[config.mk]
export PLATFORM = sky130hd
export DESIGN_NAME = accel_tilt_indicator
export DESIGN_NICKNAME = d
export VERILOG_FILES = /design/src/ati_pkg.sv /design/src/ati_isqrt.sv /design/src/ati_cordic.sv /design/src/ati_dp.sv /design/src/ati_ctrl.sv /design/src/accel_tilt_indicator.sv
export SDC_FILE = /design/constraint.sdc
export NUM_CORES = 2
export LEC_CHECK = 0
export BUFFER_PORTS_ARGS = -buffer_cell sky130_fd_sc_hd__buf_2
export CORE_ASPECT_RATIO = 1.75
export CORE_MARGIN = 5
export CORE_UTILIZATION = 67
export CTS_BUF_LIST = sky130_fd_sc_hd__clkbuf_16
export CTS_CLUSTER_SIZE = 8
export DETAILED_ROUTE_END_ITERATION = 8
export PLACE_DENSITY = 0.84
export SLEW_MARGIN = 10
export SYNTH_ARGS = -nofsm -noshare
export SYNTH_HDL_FRONTEND = slang
export SYNTH_SLANG_ARGS = --single-unit
[constraint.sdc]
create_clock -name clk -period 13.7 [get_ports clk]
set_input_delay 2.055 -clock clk [delete_from_list [all_inputs] [get_ports clk]]
set_output_delay 2.055 -clock clk [all_outputs]
set_load 0.02 [all_outputs]
[src/ati_pkg.sv]
`default_nettype none
// ----------------------------------------------------------------------------
// ati_pkg
// Shared constants, codes, command struct and arctangent table for the
// accelerometer tilt indicator.
// ----------------------------------------------------------------------------
package ati_pkg;

	localparam int ANGLE_FRAC  = 6;
	localparam int ACC_FRAC    = 20;
	localparam int ROT_STEPS   = 16;
	localparam int ROOT_CYCLES = 16;
	localparam int CNT_W       = $clog2(ROT_STEPS > ROOT_CYCLES ? ROT_STEPS : ROOT_CYCLES);
	localparam int ROT_IDX_W   = $clog2(ROT_STEPS);

	localparam int AXIS_W = 16;
	localparam int SQ_W   = 32;
	localparam int ROOT_W = 32;
	localparam int CX_W   = 36;
	localparam int ACC_W  = 29;
	localparam int TBL_W  = 27;
	localparam int ANG_W  = 14;
	localparam int MAG_W  = ANG_W - 1;
	localparam int THR_W  = 13;
	localparam int RND_SH = ACC_FRAC - ANGLE_FRAC;

	localparam logic [MAG_W-1:0] ANG_FULL  = MAG_W'(90 << ANGLE_FRAC);
	localparam logic [THR_W-1:0] THR_RESET = THR_W'(192);

	// class / mark codes
	localparam logic [1:0] CL_LEVEL = 2'd0;
	localparam logic [1:0] CL_POS   = 2'd1;
	localparam logic [1:0] CL_NEG   = 2'd2;
	localparam logic [1:0] CL_HOLD  = 2'd3;

	// LED colors: bit 2 red, bit 1 green, bit 0 blue
	localparam logic [2:0] LED_OFF    = 3'd0;
	localparam logic [2:0] LED_GREEN  = 3'd2;
	localparam logic [2:0] LED_RED    = 3'd4;
	localparam logic [2:0] LED_PURPLE = 3'd5;
	localparam logic [2:0] LED_YELLOW = 3'd6;

	typedef struct packed {
		logic                 load_in;
		logic                 load_sq;
		logic                 load_root;
		logic                 root_step;
		logic                 load_rot;
		logic                 rot_step;
		logic [ROT_IDX_W-1:0] rot_idx;
		logic                 load_ang;
		logic                 write_out;
	} ati_cmd_t;

	// atan(2^-i) in degrees, Q20
	function automatic logic [TBL_W-1:0] atan_q20(input logic [4:0] i);
		logic [TBL_W-1:0] v;
		begin
			unique case (i)
				5'd0:    v = TBL_W'(47185920);
				5'd1:    v = TBL_W'(27855475);
				5'd2:    v = TBL_W'(14718068);
				5'd3:    v = TBL_W'(7471121);
				5'd4:    v = TBL_W'(3750058);
				5'd5:    v = TBL_W'(1876857);
				5'd6:    v = TBL_W'(938658);
				5'd7:    v = TBL_W'(469357);
				5'd8:    v = TBL_W'(234682);
				5'd9:    v = TBL_W'(117342);
				5'd10:   v = TBL_W'(58671);
				5'd11:   v = TBL_W'(29335);
				5'd12:   v = TBL_W'(14668);
				5'd13:   v = TBL_W'(7334);
				5'd14:   v = TBL_W'(3667);
				5'd15:   v = TBL_W'(1833);
				5'd16:   v = TBL_W'(917);
				5'd17:   v = TBL_W'(458);
				5'd18:   v = TBL_W'(229);
				5'd19:   v = TBL_W'(115);
				5'd20:   v = TBL_W'(57);
				5'd21:   v = TBL_W'(29);
				5'd22:   v = TBL_W'(14);
				5'd23:   v = TBL_W'(7);
				default: v = '0;
			endcase
			return v;
		end
	endfunction

endpackage
`default_nettype wire

[src/ati_isqrt.sv]
`default_nettype none
// ----------------------------------------------------------------------------
// ati_isqrt
// Integer square root of (sq * 2^32), restoring digit recurrence, two
// result bits per cycle while step is high.
// ----------------------------------------------------------------------------
module ati_isqrt (
	input  wire logic                      clk,
	input  wire logic                      load,
	input  wire logic                      step,
	input  wire logic [ati_pkg::SQ_W-1:0]  sq,
	output logic      [ati_pkg::ROOT_W-1:0] root
);

	localparam int REM_W = ati_pkg::ROOT_W + 4;

	typedef struct packed {
		logic [REM_W-1:0]         rem;
		logic [ati_pkg::ROOT_W-1:0] root;
	} sqrt_st_t;

	logic [ati_pkg::SQ_W-1:0]   src_q;
	logic [REM_W-1:0]           rem_q;
	logic [ati_pkg::ROOT_W-1:0] root_q;
	sqrt_st_t                   st0, st1, st2;

	function automatic sqrt_st_t digit(input sqrt_st_t s, input logic [1:0] pair);
		logic [REM_W-1:0] sh;
		logic [REM_W-1:0] trial;
		sqrt_st_t         r;
		begin
			sh    = {s.rem[REM_W-3:0], pair};
			trial = {2'b00, s.root, 2'b01};
			if (sh >= trial) begin
				r.rem  = sh - trial;
				r.root = {s.root[ati_pkg::ROOT_W-2:0], 1'b1};
			end else begin
				r.rem  = sh;
				r.root = {s.root[ati_pkg::ROOT_W-2:0], 1'b0};
			end
			return r;
		end
	endfunction

	always_comb begin
		st0.rem  = rem_q;
		st0.root = root_q;
		st1      = digit(st0, src_q[ati_pkg::SQ_W-1 -: 2]);
		st2      = digit(st1, src_q[ati_pkg::SQ_W-3 -: 2]);
	end

	always_ff @(posedge clk) begin
		if (load) begin
			src_q  <= sq;
			rem_q  <= '0;
			root_q <= '0;
		end else if (step) begin
			src_q  <= {src_q[ati_pkg::SQ_W-5:0], 4'b0000};
			rem_q  <= st2.rem;
			root_q <= st2.root;
		end
	end

	assign root = root_q;

endmodule
`default_nettype wire

[src/ati_cordic.sv]
`default_nettype none
// ----------------------------------------------------------------------------
// ati_cordic
// Vectoring rotation unit: drives y toward zero, one iteration per cycle
// while step is high, accumulating the angle in degrees (Q20).
// ----------------------------------------------------------------------------
module ati_cordic (
	input  wire logic                             clk,
	input  wire logic                             load,
	input  wire logic                             step,
	input  wire logic [ati_pkg::ROT_IDX_W-1:0]    idx,
	input  wire logic [ati_pkg::ROOT_W-1:0]       x0,
	input  wire logic [ati_pkg::ROOT_W-1:0]       y0,
	output logic signed [ati_pkg::ACC_W-1:0]      acc
);

	logic signed [ati_pkg::CX_W-1:0]  x_q, y_q;
	logic signed [ati_pkg::ACC_W-1:0] acc_q;
	logic signed [ati_pkg::CX_W-1:0]  dx, dy;
	logic signed [ati_pkg::ACC_W-1:0] ang;
	logic                             y_pos;

	// arithmetic shift that truncates toward zero
	function automatic logic signed [ati_pkg::CX_W-1:0] shr_trunc(
		input logic signed [ati_pkg::CX_W-1:0]    v,
		input logic        [ati_pkg::ROT_IDX_W-1:0] s
	);
		logic signed [ati_pkg::CX_W-1:0] bias;
		begin
			bias = v[ati_pkg::CX_W-1] ? signed'((ati_pkg::CX_W'(1) << s) - ati_pkg::CX_W'(1))
			                          : '0;
			return (v + bias) >>> s;
		end
	endfunction

	always_comb begin
		dx    = shr_trunc(y_q, idx);
		dy    = shr_trunc(x_q, idx);
		ang   = signed'(ati_pkg::ACC_W'(ati_pkg::atan_q20(5'(idx))));
		y_pos = !y_q[ati_pkg::CX_W-1] && (y_q != '0);
	end

	always_ff @(posedge clk) begin
		if (load) begin
			x_q   <= signed'(ati_pkg::CX_W'(x0));
			y_q   <= signed'(ati_pkg::CX_W'(y0));
			acc_q <= '0;
		end else if (step) begin
			if (y_pos) begin
				x_q   <= x_q + dx;
				y_q   <= y_q - dy;
				acc_q <= acc_q + ang;
			end else begin
				x_q   <= x_q - dx;
				y_q   <= y_q + dy;
				acc_q <= acc_q - ang;
			end
		end
	end

	assign acc = acc_q;

endmodule
`default_nettype wire

[src/ati_dp.sv]
`default_nettype none
// ----------------------------------------------------------------------------
// ati_dp
// Datapath: axis squares, two root units, two rotation units, angle
// rounding, threshold classification and shown state.
// ----------------------------------------------------------------------------
module ati_dp (
	input  wire logic                              clk,
	input  wire logic                              arst_n,
	input  wire ati_pkg::ati_cmd_t                 cmd,
	input  wire logic signed [ati_pkg::AXIS_W-1:0] accel_x,
	input  wire logic signed [ati_pkg::AXIS_W-1:0] accel_y,
	input  wire logic signed [ati_pkg::AXIS_W-1:0] accel_z,
	input  wire logic                              cfg_wr_en,
	input  wire logic [ati_pkg::THR_W-1:0]         cfg_wr_data,
	output logic signed [ati_pkg::ANG_W-1:0]       pitch_angle,
	output logic signed [ati_pkg::ANG_W-1:0]       roll_angle,
	output logic [1:0]                             roll_mark,
	output logic [1:0]                             pitch_mark,
	output logic                                   led_red,
	output logic                                   led_green,
	output logic                                   led_blue
);

	localparam int PROD_W = 2 * ati_pkg::AXIS_W;

	logic signed [ati_pkg::AXIS_W-1:0] x_q, y_q, z_q;
	logic                              zero_q;
	logic [ati_pkg::SQ_W-1:0]          xx_q, yy_q, zz_q;
	logic [ati_pkg::SQ_W-1:0]          sq_p, sq_r;
	logic                              p_sq0_q, r_sq0_q;
	logic [ati_pkg::AXIS_W-1:0]        mag_x, mag_y;
	logic [ati_pkg::ROOT_W-1:0]        root_p, root_r;
	logic signed [ati_pkg::ACC_W-1:0]  acc_p, acc_r;
	logic signed [ati_pkg::ANG_W-1:0]  ang_p, ang_r;
	logic signed [ati_pkg::ANG_W-1:0]  pitch_ang_q, roll_ang_q;
	logic signed [ati_pkg::ANG_W-1:0]  pitch_out_q, roll_out_q;
	logic [ati_pkg::THR_W-1:0]         thr_q;
	logic [1:0]                        roll_shown_q, pitch_shown_q;
	logic [2:0]                        led_q;
	logic [1:0]                        cls_p, cls_r;

	function automatic logic [ati_pkg::AXIS_W-1:0] abs16(
		input logic signed [ati_pkg::AXIS_W-1:0] v
	);
		logic signed [ati_pkg::AXIS_W:0] w;
		begin
			w = {v[ati_pkg::AXIS_W-1], v};
			if (v[ati_pkg::AXIS_W-1])
				w = -w;
			return w[ati_pkg::AXIS_W-1:0];
		end
	endfunction

	// round Q20 accumulator to output LSBs, clamp, apply numerator sign
	function automatic logic signed [ati_pkg::ANG_W-1:0] finish(
		input logic signed [ati_pkg::ACC_W-1:0] a,
		input logic                             num_zero,
		input logic                             den_zero,
		input logic                             neg
	);
		logic [ati_pkg::ACC_W-1:0]   pos;
		logic [ati_pkg::ACC_W-1:0]   rnd;
		logic [ati_pkg::ACC_W-1:0]   sh;
		logic [ati_pkg::MAG_W-1:0]   mag;
		logic signed [ati_pkg::ANG_W-1:0] r;
		begin
			pos = a[ati_pkg::ACC_W-1] ? '0 : ati_pkg::ACC_W'(a);
			rnd = pos + (ati_pkg::ACC_W'(1) << (ati_pkg::RND_SH - 1));
			sh  = rnd >> ati_pkg::RND_SH;
			if (sh > ati_pkg::ACC_W'(ati_pkg::ANG_FULL))
				mag = ati_pkg::ANG_FULL;
			else
				mag = sh[ati_pkg::MAG_W-1:0];
			if (num_zero)
				mag = '0;
			else if (den_zero)
				mag = ati_pkg::ANG_FULL;
			r = signed'({1'b0, mag});
			if (neg)
				r = -r;
			return r;
		end
	endfunction

	function automatic logic [1:0] classify(
		input logic signed [ati_pkg::ANG_W-1:0] a,
		input logic [ati_pkg::THR_W-1:0]        t
	);
		logic signed [ati_pkg::ANG_W:0] aw, tw;
		logic [1:0]                     c;
		begin
			aw = ati_pkg::ANG_W'(a) == '0 ? '0 : {a[ati_pkg::ANG_W-1], a};
			tw = signed'((ati_pkg::ANG_W + 1)'(t));
			if (aw > tw)
				c = ati_pkg::CL_POS;
			else if (aw < -tw)
				c = ati_pkg::CL_NEG;
			else if (aw > -tw && aw < tw)
				c = ati_pkg::CL_LEVEL;
			else
				c = ati_pkg::CL_HOLD;
			return c;
		end
	endfunction

	always_ff @(posedge clk) begin
		if (cmd.load_in) begin
			x_q    <= accel_x;
			y_q    <= accel_y;
			z_q    <= accel_z;
			zero_q <= (accel_x == '0) && (accel_y == '0) && (accel_z == '0);
		end
		if (cmd.load_sq) begin
			xx_q <= ati_pkg::SQ_W'(PROD_W'(x_q * x_q));
			yy_q <= ati_pkg::SQ_W'(PROD_W'(y_q * y_q));
			zz_q <= ati_pkg::SQ_W'(PROD_W'(z_q * z_q));
		end
		if (cmd.load_root) begin
			p_sq0_q <= (sq_p == '0);
			r_sq0_q <= (sq_r == '0);
		end
		if (cmd.load_ang) begin
			pitch_ang_q <= ang_p;
			roll_ang_q  <= ang_r;
		end
		if (cmd.write_out) begin
			pitch_out_q <= pitch_ang_q;
			roll_out_q  <= roll_ang_q;
		end
	end

	always_comb begin
		sq_p  = yy_q + zz_q;
		sq_r  = xx_q + zz_q;
		mag_x = abs16(x_q);
		mag_y = abs16(y_q);
		ang_p = finish(acc_p, x_q == '0, p_sq0_q, x_q[ati_pkg::AXIS_W-1]);
		ang_r = finish(acc_r, y_q == '0, r_sq0_q, y_q[ati_pkg::AXIS_W-1]);
		cls_p = classify(pitch_ang_q, thr_q);
		cls_r = classify(roll_ang_q, thr_q);
	end

	ati_isqrt u_sqrt_p (
		.clk  (clk),
		.load (cmd.load_root),
		.step (cmd.root_step),
		.sq   (sq_p),
		.root (root_p)
	);

	ati_isqrt u_sqrt_r (
		.clk  (clk),
		.load (cmd.load_root),
		.step (cmd.root_step),
		.sq   (sq_r),
		.root (root_r)
	);

	ati_cordic u_rot_p (
		.clk  (clk),
		.load (cmd.load_rot),
		.step (cmd.rot_step),
		.idx  (cmd.rot_idx),
		.x0   (root_p),
		.y0   ({mag_x, 16'h0000}),
		.acc  (acc_p)
	);

	ati_cordic u_rot_r (
		.clk  (clk),
		.load (cmd.load_rot),
		.step (cmd.rot_step),
		.idx  (cmd.rot_idx),
		.x0   (root_r),
		.y0   ({mag_y, 16'h0000}),
		.acc  (acc_r)
	);

	always_ff @(posedge clk or negedge arst_n) begin
		if (!arst_n) begin
			thr_q <= ati_pkg::THR_RESET;
		end else if (cfg_wr_en) begin
			thr_q <= cfg_wr_data;
		end
	end

	// roll updates first, pitch color overrides
	always_ff @(posedge clk or negedge arst_n) begin
		if (!arst_n) begin
			roll_shown_q  <= ati_pkg::CL_HOLD;
			pitch_shown_q <= ati_pkg::CL_HOLD;
			led_q         <= ati_pkg::LED_OFF;
		end else if (cmd.write_out && !zero_q) begin
			if (cls_r != ati_pkg::CL_HOLD)
				roll_shown_q <= cls_r;
			if (cls_p != ati_pkg::CL_HOLD)
				pitch_shown_q <= cls_p;
			case (cls_p)
				ati_pkg::CL_POS:   led_q <= ati_pkg::LED_GREEN;
				ati_pkg::CL_NEG:   led_q <= ati_pkg::LED_RED;
				ati_pkg::CL_LEVEL: led_q <= ati_pkg::LED_OFF;
				default: begin
					case (cls_r)
						ati_pkg::CL_POS:   led_q <= ati_pkg::LED_PURPLE;
						ati_pkg::CL_NEG:   led_q <= ati_pkg::LED_YELLOW;
						ati_pkg::CL_LEVEL: led_q <= ati_pkg::LED_OFF;
						default:           led_q <= led_q;
					endcase
				end
			endcase
		end
	end

	assign pitch_angle = pitch_out_q;
	assign roll_angle  = roll_out_q;
	assign roll_mark   = roll_shown_q;
	assign pitch_mark  = pitch_shown_q;
	assign led_red     = led_q[2];
	assign led_green   = led_q[1];
	assign led_blue    = led_q[0];

endmodule
`default_nettype wire

[src/ati_ctrl.sv]
`default_nettype none
// ----------------------------------------------------------------------------
// ati_ctrl
// Sequencer: accepts a sample, steps the root and rotation units, and
// hands the result to the output register.
// ----------------------------------------------------------------------------
module ati_ctrl (
	input  wire logic        clk,
	input  wire logic        arst_n,
	input  wire logic        in_valid,
	output logic             in_stall,
	output logic             out_valid,
	input  wire logic        out_stall,
	output ati_pkg::ati_cmd_t cmd
);

	localparam logic [2:0] S_IDLE = 3'd0;
	localparam logic [2:0] S_SQ   = 3'd1;
	localparam logic [2:0] S_SUM  = 3'd2;
	localparam logic [2:0] S_ROOT = 3'd3;
	localparam logic [2:0] S_RLD  = 3'd4;
	localparam logic [2:0] S_ROT  = 3'd5;
	localparam logic [2:0] S_RND  = 3'd6;
	localparam logic [2:0] S_DONE = 3'd7;

	localparam logic [ati_pkg::CNT_W-1:0] ROOT_LAST = ati_pkg::CNT_W'(ati_pkg::ROOT_CYCLES - 1);
	localparam logic [ati_pkg::CNT_W-1:0] ROT_LAST  = ati_pkg::CNT_W'(ati_pkg::ROT_STEPS - 1);

	logic [2:0]                state_q, state_d;
	logic [ati_pkg::CNT_W-1:0] cnt_q;
	logic                      out_valid_q;
	logic                      write;

	assign write = (state_q == S_DONE) && (!out_valid_q || !out_stall);

	always_comb begin
		state_d = state_q;
		unique case (state_q)
			S_IDLE: if (in_valid) state_d = S_SQ;
			S_SQ:   state_d = S_SUM;
			S_SUM:  state_d = S_ROOT;
			S_ROOT: if (cnt_q == ROOT_LAST) state_d = S_RLD;
			S_RLD:  state_d = S_ROT;
			S_ROT:  if (cnt_q == ROT_LAST) state_d = S_RND;
			S_RND:  state_d = S_DONE;
			S_DONE: if (write) state_d = S_IDLE;
			default: state_d = S_IDLE;
		endcase
	end

	always_ff @(posedge clk or negedge arst_n) begin
		if (!arst_n) begin
			state_q     <= S_IDLE;
			cnt_q       <= '0;
			out_valid_q <= 1'b0;
		end else begin
			state_q <= state_d;
			if (state_q == S_ROOT || state_q == S_ROT)
				cnt_q <= cnt_q + ati_pkg::CNT_W'(1);
			else
				cnt_q <= '0;
			if (write)
				out_valid_q <= 1'b1;
			else if (!out_stall)
				out_valid_q <= 1'b0;
		end
	end

	always_comb begin
		cmd.load_in   = (state_q == S_IDLE) && in_valid;
		cmd.load_sq   = (state_q == S_SQ);
		cmd.load_root = (state_q == S_SUM);
		cmd.root_step = (state_q == S_ROOT);
		cmd.load_rot  = (state_q == S_RLD);
		cmd.rot_step  = (state_q == S_ROT);
		cmd.rot_idx   = cnt_q[ati_pkg::ROT_IDX_W-1:0];
		cmd.load_ang  = (state_q == S_RND);
		cmd.write_out = write;
	end

	assign in_stall  = (state_q != S_IDLE);
	assign out_valid = out_valid_q;

endmodule
`default_nettype wire

[src/accel_tilt_indicator.sv]
`default_nettype none
// An accepted request runs the square, sum, root, rotation-load, 16-step rotation and rounding
// states before out_valid. in_stall holds off new requests until the result is written.
// The next request is taken while the previous result waits in the output register.
// Reset: async, active low; marks blank, LEDs off, threshold 3 degrees, no result pending.
// ----------------------------------------------------------------------------
// accel_tilt_indicator
// Pitch and roll from a three-axis accelerometer sample, with threshold
// marks and an RGB LED color.
// ----------------------------------------------------------------------------
module accel_tilt_indicator (
	input  wire logic                              clk,
	input  wire logic                              arst_n,
	input  wire logic                              in_valid,
	output logic                                   in_stall,
	input  wire logic signed [ati_pkg::AXIS_W-1:0] accel_x,
	input  wire logic signed [ati_pkg::AXIS_W-1:0] accel_y,
	input  wire logic signed [ati_pkg::AXIS_W-1:0] accel_z,
	input  wire logic                              cfg_wr_en,
	input  wire logic [ati_pkg::THR_W-1:0]         cfg_wr_data,
	output logic                                   out_valid,
	input  wire logic                              out_stall,
	output logic signed [ati_pkg::ANG_W-1:0]       pitch_angle,
	output logic signed [ati_pkg::ANG_W-1:0]       roll_angle,
	output logic [1:0]                             roll_mark,
	output logic [1:0]                             pitch_mark,
	output logic                                   led_red,
	output logic                                   led_green,
	output logic                                   led_blue
);

	ati_pkg::ati_cmd_t cmd;

	ati_ctrl u_ctrl (
		.clk       (clk),
		.arst_n    (arst_n),
		.in_valid  (in_valid),
		.in_stall  (in_stall),
		.out_valid (out_valid),
		.out_stall (out_stall),
		.cmd       (cmd)
	);

	ati_dp u_dp (
		.clk         (clk),
		.arst_n      (arst_n),
		.cmd         (cmd),
		.accel_x     (accel_x),
		.accel_y     (accel_y),
		.accel_z     (accel_z),
		.cfg_wr_en   (cfg_wr_en),
		.cfg_wr_data (cfg_wr_data),
		.pitch_angle (pitch_angle),
		.roll_angle  (roll_angle),
		.roll_mark   (roll_mark),
		.pitch_mark  (pitch_mark),
		.led_red     (led_red),
		.led_green   (led_green),
		.led_blue    (led_blue)
	);

endmodule
`default_nettype wire

=== Word-level counts from Yosys, hierarchy flattened ===
Memories as Yosys holds them, arrays and structs flattened.
Index checks and enable logic that the tools add are counted.

* Bits in registers: 629
* Bits in latches: 0
* RAM bits: 0
* Bits in read-only memories: 832
* Bits of input ports: 66
* Output and inout port bits: 37
* Memories kept: 2

{| class="wikitable"
|+ Memory list
! name !! depth !! bits a word !! rd ports !! clocked after Yosys merged registers in !! write ports !! line !! source
|-
| (name not given) || 16 || 26 || 1 || 0 || 0 || ati_pkg.sv:59 || <nowiki>unique case (i)</nowiki>
|-
| (name not given) || 16 || 26 || 1 || 0 || 0 || ati_pkg.sv:59 ||
|}

* $add $sub $neg: 31
* Multipliers: 3
* Divide/modulo/power cells: 0
* Magnitude comparators: 14
* Equality and inequality tests: 19
* Shift operators: 5
* Multiplexer cells: 56
* Bitwise operators: 0
* Reductions and logical operators: 38

{| class="wikitable"
|+ Operators with widths
! kind !! count
|-
| 2-to-1 mux 32 bit || 12
|-
| adder 36 bit || 8
|-
| 2-to-1 mux 36 bit || 8
|-
| 2-to-1 mux 66 bit || 4
|-
| greater-or-equal comparator 36 x 34 -> 1 bit || 4
|-
| >>> shifter 36 x 4 -> 36 bit || 4
|-
| subtractor 36 bit || 4
|-
| subtractor 34 bit || 4
|-
| 2-to-1 mux 13 bit || 8
|-
| multiplier 16 x 16 -> 32 bit || 3
|-
| logical NOT 16 bit || 5
|-
| nonzero test 36 bit || 2
|-
| adder 32 bit || 2
|-
| logical NOT 32 bit || 2
|-
| adder 29 x 14 -> 29 bit (second input constant) || 2
|-
| adder 29 x 28 -> 29 bit || 2
|-
| 2-to-1 mux 29 bit || 2
|-
| subtractor 29 x 28 -> 29 bit || 2
|-
| 2-to-1 mux 28 bit || 2
|-
| << shifter 1 x 4 -> 36 bit (first input constant) || 1
|-
| subtractor 36 x 2 -> 36 bit (second input constant) || 1
|-
| 2-to-1 mux 16 bit || 2
|-
| negation 16 bit || 2
|-
| > comparator 15 x 13 -> 1 bit (second input constant) || 2
|-
| other kinds (33) || 78
|}

=== Longest topological paths before layout ===
* Depth after elaboration: 10
* Depth in mapped cells: 54
* Mapped depth without buffers: 43

=== By module ===
From an unflattened synthesis, not the netlist that was laid out.

* Cells, all modules: 12,398
* Area, all modules: 101,538.6 um^2

{| class="wikitable"
|+ By module, submodules not included
! module !! times used !! cells each !! area an instance (um^2)
|-
| ati_dp || 1 || 4,216 || 40,342.4
|-
| ati_cordic (u_dp.u_rot_r) || 1 || 3,118 || 22,305.1
|-
| ati_cordic (u_dp.u_rot_p) || 1 || 3,051 || 21,847.2
|-
| ati_isqrt || 2 || 983 || 8,293.0
|-
| ati_ctrl || 1 || 47 || 457.9
|}

=== Least setup slack after synthesis ===
Ideal clock, no wire load.

* Kind: reg-to-reg
* Start: register u_ctrl.cnt_q[2] (netlist bit)
* End: register u_dp.u_rot_p.x_q[35] (netlist bit)
* Setup time: 117 ps
* Data arrival time: 11,810 ps
* Data required time: 13,583 ps
* Setup slack: 1,773 ps
* Stages on the path, launching flop included: 51
* Path buffers: 13
* Period minus slack after synthesis: 11,927 ps
* Cells stage by stage: dfrtp_1 -> clkbuf_1 -> inv_1 -> clkbuf_1 -> buf_1 -> buf_2 -> buf_2 -> buf_1 -> clkbuf_1 -> buf_2 -> buf_1 -> clkbuf_1 -> ha_1 -> nor2_1 -> nand2_1 -> or2_2 -> buf_1 -> a21oi_1 -> (+15 left out) -> nor2_2 -> inv_1 -> o21a_1 -> nor2_1 -> xnor2_1 -> ha_1 -> a21o_1 -> a21oi_1 -> o21ai_0 -> o31ai_1 -> a21boi_0 -> o2111a_1 -> o31ai_1 -> o21ai_0 -> a31oi_1 -> xnor3_1 -> o21ai_0 -> a21bo_2

* Cells in the longest elaborated chain, start to end: 7
* Elaborated cells between the ends (all ways): 8

{| class="wikitable"
|+ Ends and longest elaborated chain
! what !! line !! source
|-
| from (decl) || ati_ctrl.sv:30 || <nowiki>logic [ati_pkg::CNT_W-1:0] cnt_q;</nowiki>
|-
| from (signal assigned) || ati_ctrl.sv:59 || <nowiki>cnt_q <= cnt_q + ati_pkg::CNT_W'(1);</nowiki>
|-
| << shifter 1 x 4 -> 36 bit || ati_cordic.sv:30 || <nowiki>bias = v[ati_pkg::CX_W-1] ? signed'((ati_pkg::CX_W'(1) << s) - ati_pkg::CX_W'(1))</nowiki>
|-
| subtractor 36 x 2 -> 36 bit || ati_cordic.sv:30 ||
|-
| 2-to-1 mux 36 bit || ati_cordic.sv:30 ||
|-
| adder 36 bit || ati_cordic.sv:32 || <nowiki>return (v + bias) >>> s;</nowiki>
|-
| >>> shifter 36 x 4 -> 36 bit (*) || ati_cordic.sv:32 ||
|-
| subtractor 36 bit or adder 36 bit (tied branches) || ati_cordic.sv:54, ati_cordic.sv:50 ||
|-
| 2-to-1 mux 36 bit (*) || ati_cordic.sv:49 || <nowiki>if (y_pos) begin</nowiki>
|-
| to (signal assigned) || ati_cordic.sv:45 || <nowiki>x_q <= signed'(ati_pkg::CX_W'(x0));</nowiki>
|-
| to (signal assigned) || ati_cordic.sv:50 || <nowiki>x_q <= x_q + dx;</nowiki>
|-
| to (signal assigned) || ati_cordic.sv:54 || <nowiki>x_q <= x_q - dx;</nowiki>
|-
| to (decl) || ati_cordic.sv:17 || <nowiki>logic signed [ati_pkg::CX_W-1:0] x_q, y_q;</nowiki>
|}

Mark *: on every way between the ends. The rest lies on a longest branch, timed or not.
A chain may end at the register's enable or synchronous reset.

=== Final worst setup path ===
* Start: register u_ctrl.cnt_q[1] (netlist bit)
* End: register u_dp.u_rot_p.x_q[35] (netlist bit)

The elaborated chain is that of the path after synthesis.

==> results.tsv <==
metric	value	unit
fmax	78.0	MHz
die area	147000	um^2
I/O pin total	103	
vias in the first global route	95800	
status	finished, violations left	
Synth Instances	11100	
Syn Area/Cell	8.35	um^2
Skew-Pair Late Insertion Delay	0.79	ns
sequential share of the synthesized area	0.175	
Syn Std Cell Area	93000	um^2
Max Root-Sink Buffers	3	
CTS resizes	0	
final period utilization	0.935	
Final Critical Period	12.81	ns
Synth warnings	0	
Worst Hold Class	reg -> reg	
Starting Density	0.671	
nets	12700	
main flop type after synthesis	edfxtp_1	
Final Non-Filler Cells	12900	
post-synthesis register bit count	626	
WHS	0.447	ns
# port buffers	102	
final hold violation count	0	
drt first-iter violations	11300	
CTS Sinks	626	
placed cells	12700	
dpl hpwl	295000	um
RSZ-0062 raised after global routing	false	
CP Launch Type	register	
most common cell after layout, fill and taps aside	inv_1	
Worst Clk Skew	0.0688	ns
Die X	292	um
Slew headroom	-0.0267	
Register Area	16300	um^2
H-tree levels	3	
synth top area cells	fa_1 16%, ha_1 12%, edfxtp_1 12%	
total CTS buffers	90	
largest net degree at the start of global routing	95	
Max Cap Violations	3	
Area growth syn-to-layout	5.23	%
Synth top area share	0.157	
Die Y	503	um
drt wl/cell	31.0	um
Worst-Margin Slew	1.53	ns
Pre-Repair DR Iteration Count	9	
CP required	14.34	ns
gr ovfl total	0	
layout cells sized above 1	0.0547	
worst stage delay on the critical path	0.95	ns
asr flop ratio synth	0.0447	
CP max-delay cell	o31ai_1	
CTS Hold Bufs	0	
setup bufs post-CTS	0	
Row Count	181	
largest area contributor in the netlist	fa_1	
gr usage total	0.522	
area taken by multi-input logic gates	70700	um^2
failing checks	design-rule violations, max-capacitance violations, max-slew violations	
Setup CP Type	reg -> reg	
RePlAce Congestion	1.13	
Post-synth EDFFs	360	
unique cell type count in the Yosys netlist	108	
routed vias	93300	
fill count	10100	
Via density	7.23	
clock root buffer	clkbuf_16	
CTS clock-pin slew for the worst setup and hold paths	0.07	ns
WP data arrival	13.46	ns
first-pass GRT wire length	581000	um
CP endpoint kind	register	
fin. max-slew vios	6	
CTS tree	done	
antenna violations before repair	27	
most frequent cells in the layout	1202 x inv_1, 1044 x nand2_1, 875 x ha_1	
final WL	400000	um
Worst Path Max Fanout	38	
DR DRC count	2	
final setup fails	0	
Core Footprint	139000	um^2
Routed Antenna Nets	0	
setup TNS	0	ns
Yosys cell counts, drive strengths merged (112+ instances only):
library cell     n
xnor2          470
a21o           271
fa             729
nand2b         134
o21bai         119
and2           270
a21oi          714
mux2i          127
nor3           223
nand2         1047
xor2           282
a211oi         120
inv           1156
and3           119
nor2b          112
o21ai          691
nand3          247
clkbuf         379
a31oi          117
edfxtp         360
nor2           720
ha             875
dfxtp          238
state kept, by name, summed over array words and instances, names as in the netlist, 4 cells and up:
register             count
u_dp.u_rot_r.acc        29
u_dp.u_sqrt_p.rem_q     34
u_dp.u_rot_p.x_q        36
u_dp.y_q                16
u_dp.u_sqrt_p.src_q     32
u_dp.xx_q               31
u_ctrl.cnt_q             4
u_dp.zz_q               31
u_dp.u_rot_r.y_q        36
u_dp.u_sqrt_r.src_q     32
u_dp.pitch_ang_q        14
u_dp.u_rot_r.x_q        36
u_dp.thr_q              13
u_dp.u_sqrt_r.rem_q     34
u_dp.pitch_angle        14
u_dp.roll_ang_q         14
u_dp.roll_angle         14
u_dp.u_sqrt_r.root      32
u_dp.x_q                16
u_dp.z_q                16
u_dp.u_rot_p.y_q        36
u_dp.yy_q               31
u_dp.u_rot_p.acc        29
u_dp.u_sqrt_p.root      32
final cells by class:
cell class | count | share of cell area
inverters | 1173 | 0.0451
well taps | 1830 | 0.0234
clock buffers | 91 | 0.0233
diodes | 14 | 0.000358
repair buffers | 228 | 0.0151
flip-flops and latches | 626 | 0.167
clock inverters | 67 | 0.00391
multi-input cells | 8870 | 0.722
routing by layer:
layer  global-route usage  vias to the layer above  part of all wire
met3                0.169                     3666              0.11
li1                     -                    39000                 -
met2                0.852                     7215              0.45
met1                0.460                    43400              0.27
met4                0.642                       22              0.17
met5              0.00198                        -           0.00066
worst paths after layout:
check | startpoint | end | slack [ns] | depth (start not counted)
setup / recovery | u_ctrl.cnt_q[1]$_DFF_PN0_ | u_dp.u_rot_p.x_q[35]$_SDFFE_PP0P_ | 0.89 | 40
setup reg to reg | u_ctrl.cnt_q[1]$_DFF_PN0_ | u_dp.u_rot_p.x_q[35]$_SDFFE_PP0P_ | 0.89 | 40
max in group asynchronous | arst_n | u_ctrl.cnt_q[3]$_DFF_PN0_ | 11.44 | 1
min in group asynchronous | arst_n | u_ctrl.cnt_q[0]$_DFF_PN0_ | 1.47 | 1
hold / removal | u_dp.u_rot_p.acc[0]$_SDFFE_PP0P_ | u_dp.u_rot_p.acc[0]$_SDFFE_PP0P_ | 0.45 | 2
hold reg to reg | u_dp.u_rot_p.acc[0]$_SDFFE_PP0P_ | u_dp.u_rot_p.acc[0]$_SDFFE_PP0P_ | 0.45 | 2
worst max-delay path: cells and delay by family, from the launching register on:
family	cells	cell delay [ns]
flops	1	0.60
mux	3	0.92
fa+ha+maj	4	1.31
compound gates	19	5.96
simple gates	9	2.75
xor+xnor	2	0.50
buf+inv	3	0.57
metrics by stage:
step                      cell area (um^2)  worst slack (ns)   util
after floorplan                      93100              1.77      -
after global placement               95100              1.69  0.686
after detailed placement             95100              1.50  0.686
after CTS                            97800              1.47  0.705
after global routing                 97900             0.546  0.706
final                                97900             0.886  0.706
cells by family after synthesis:
family,share of synthesized area
buffers and inverters,0.0680
AND/OR/NAND/NOR,0.174
XOR/XNOR,0.0715
AO/OA/AOI/OAI,0.205
other,0.0000403
flip-flops,0.175
multiplexers,0.0318
adder cells (fa/ha/maj),0.275
Power is not shown: default switching activity piles up to over one toggle a cycle in this logic, so the estimate is an artifact.
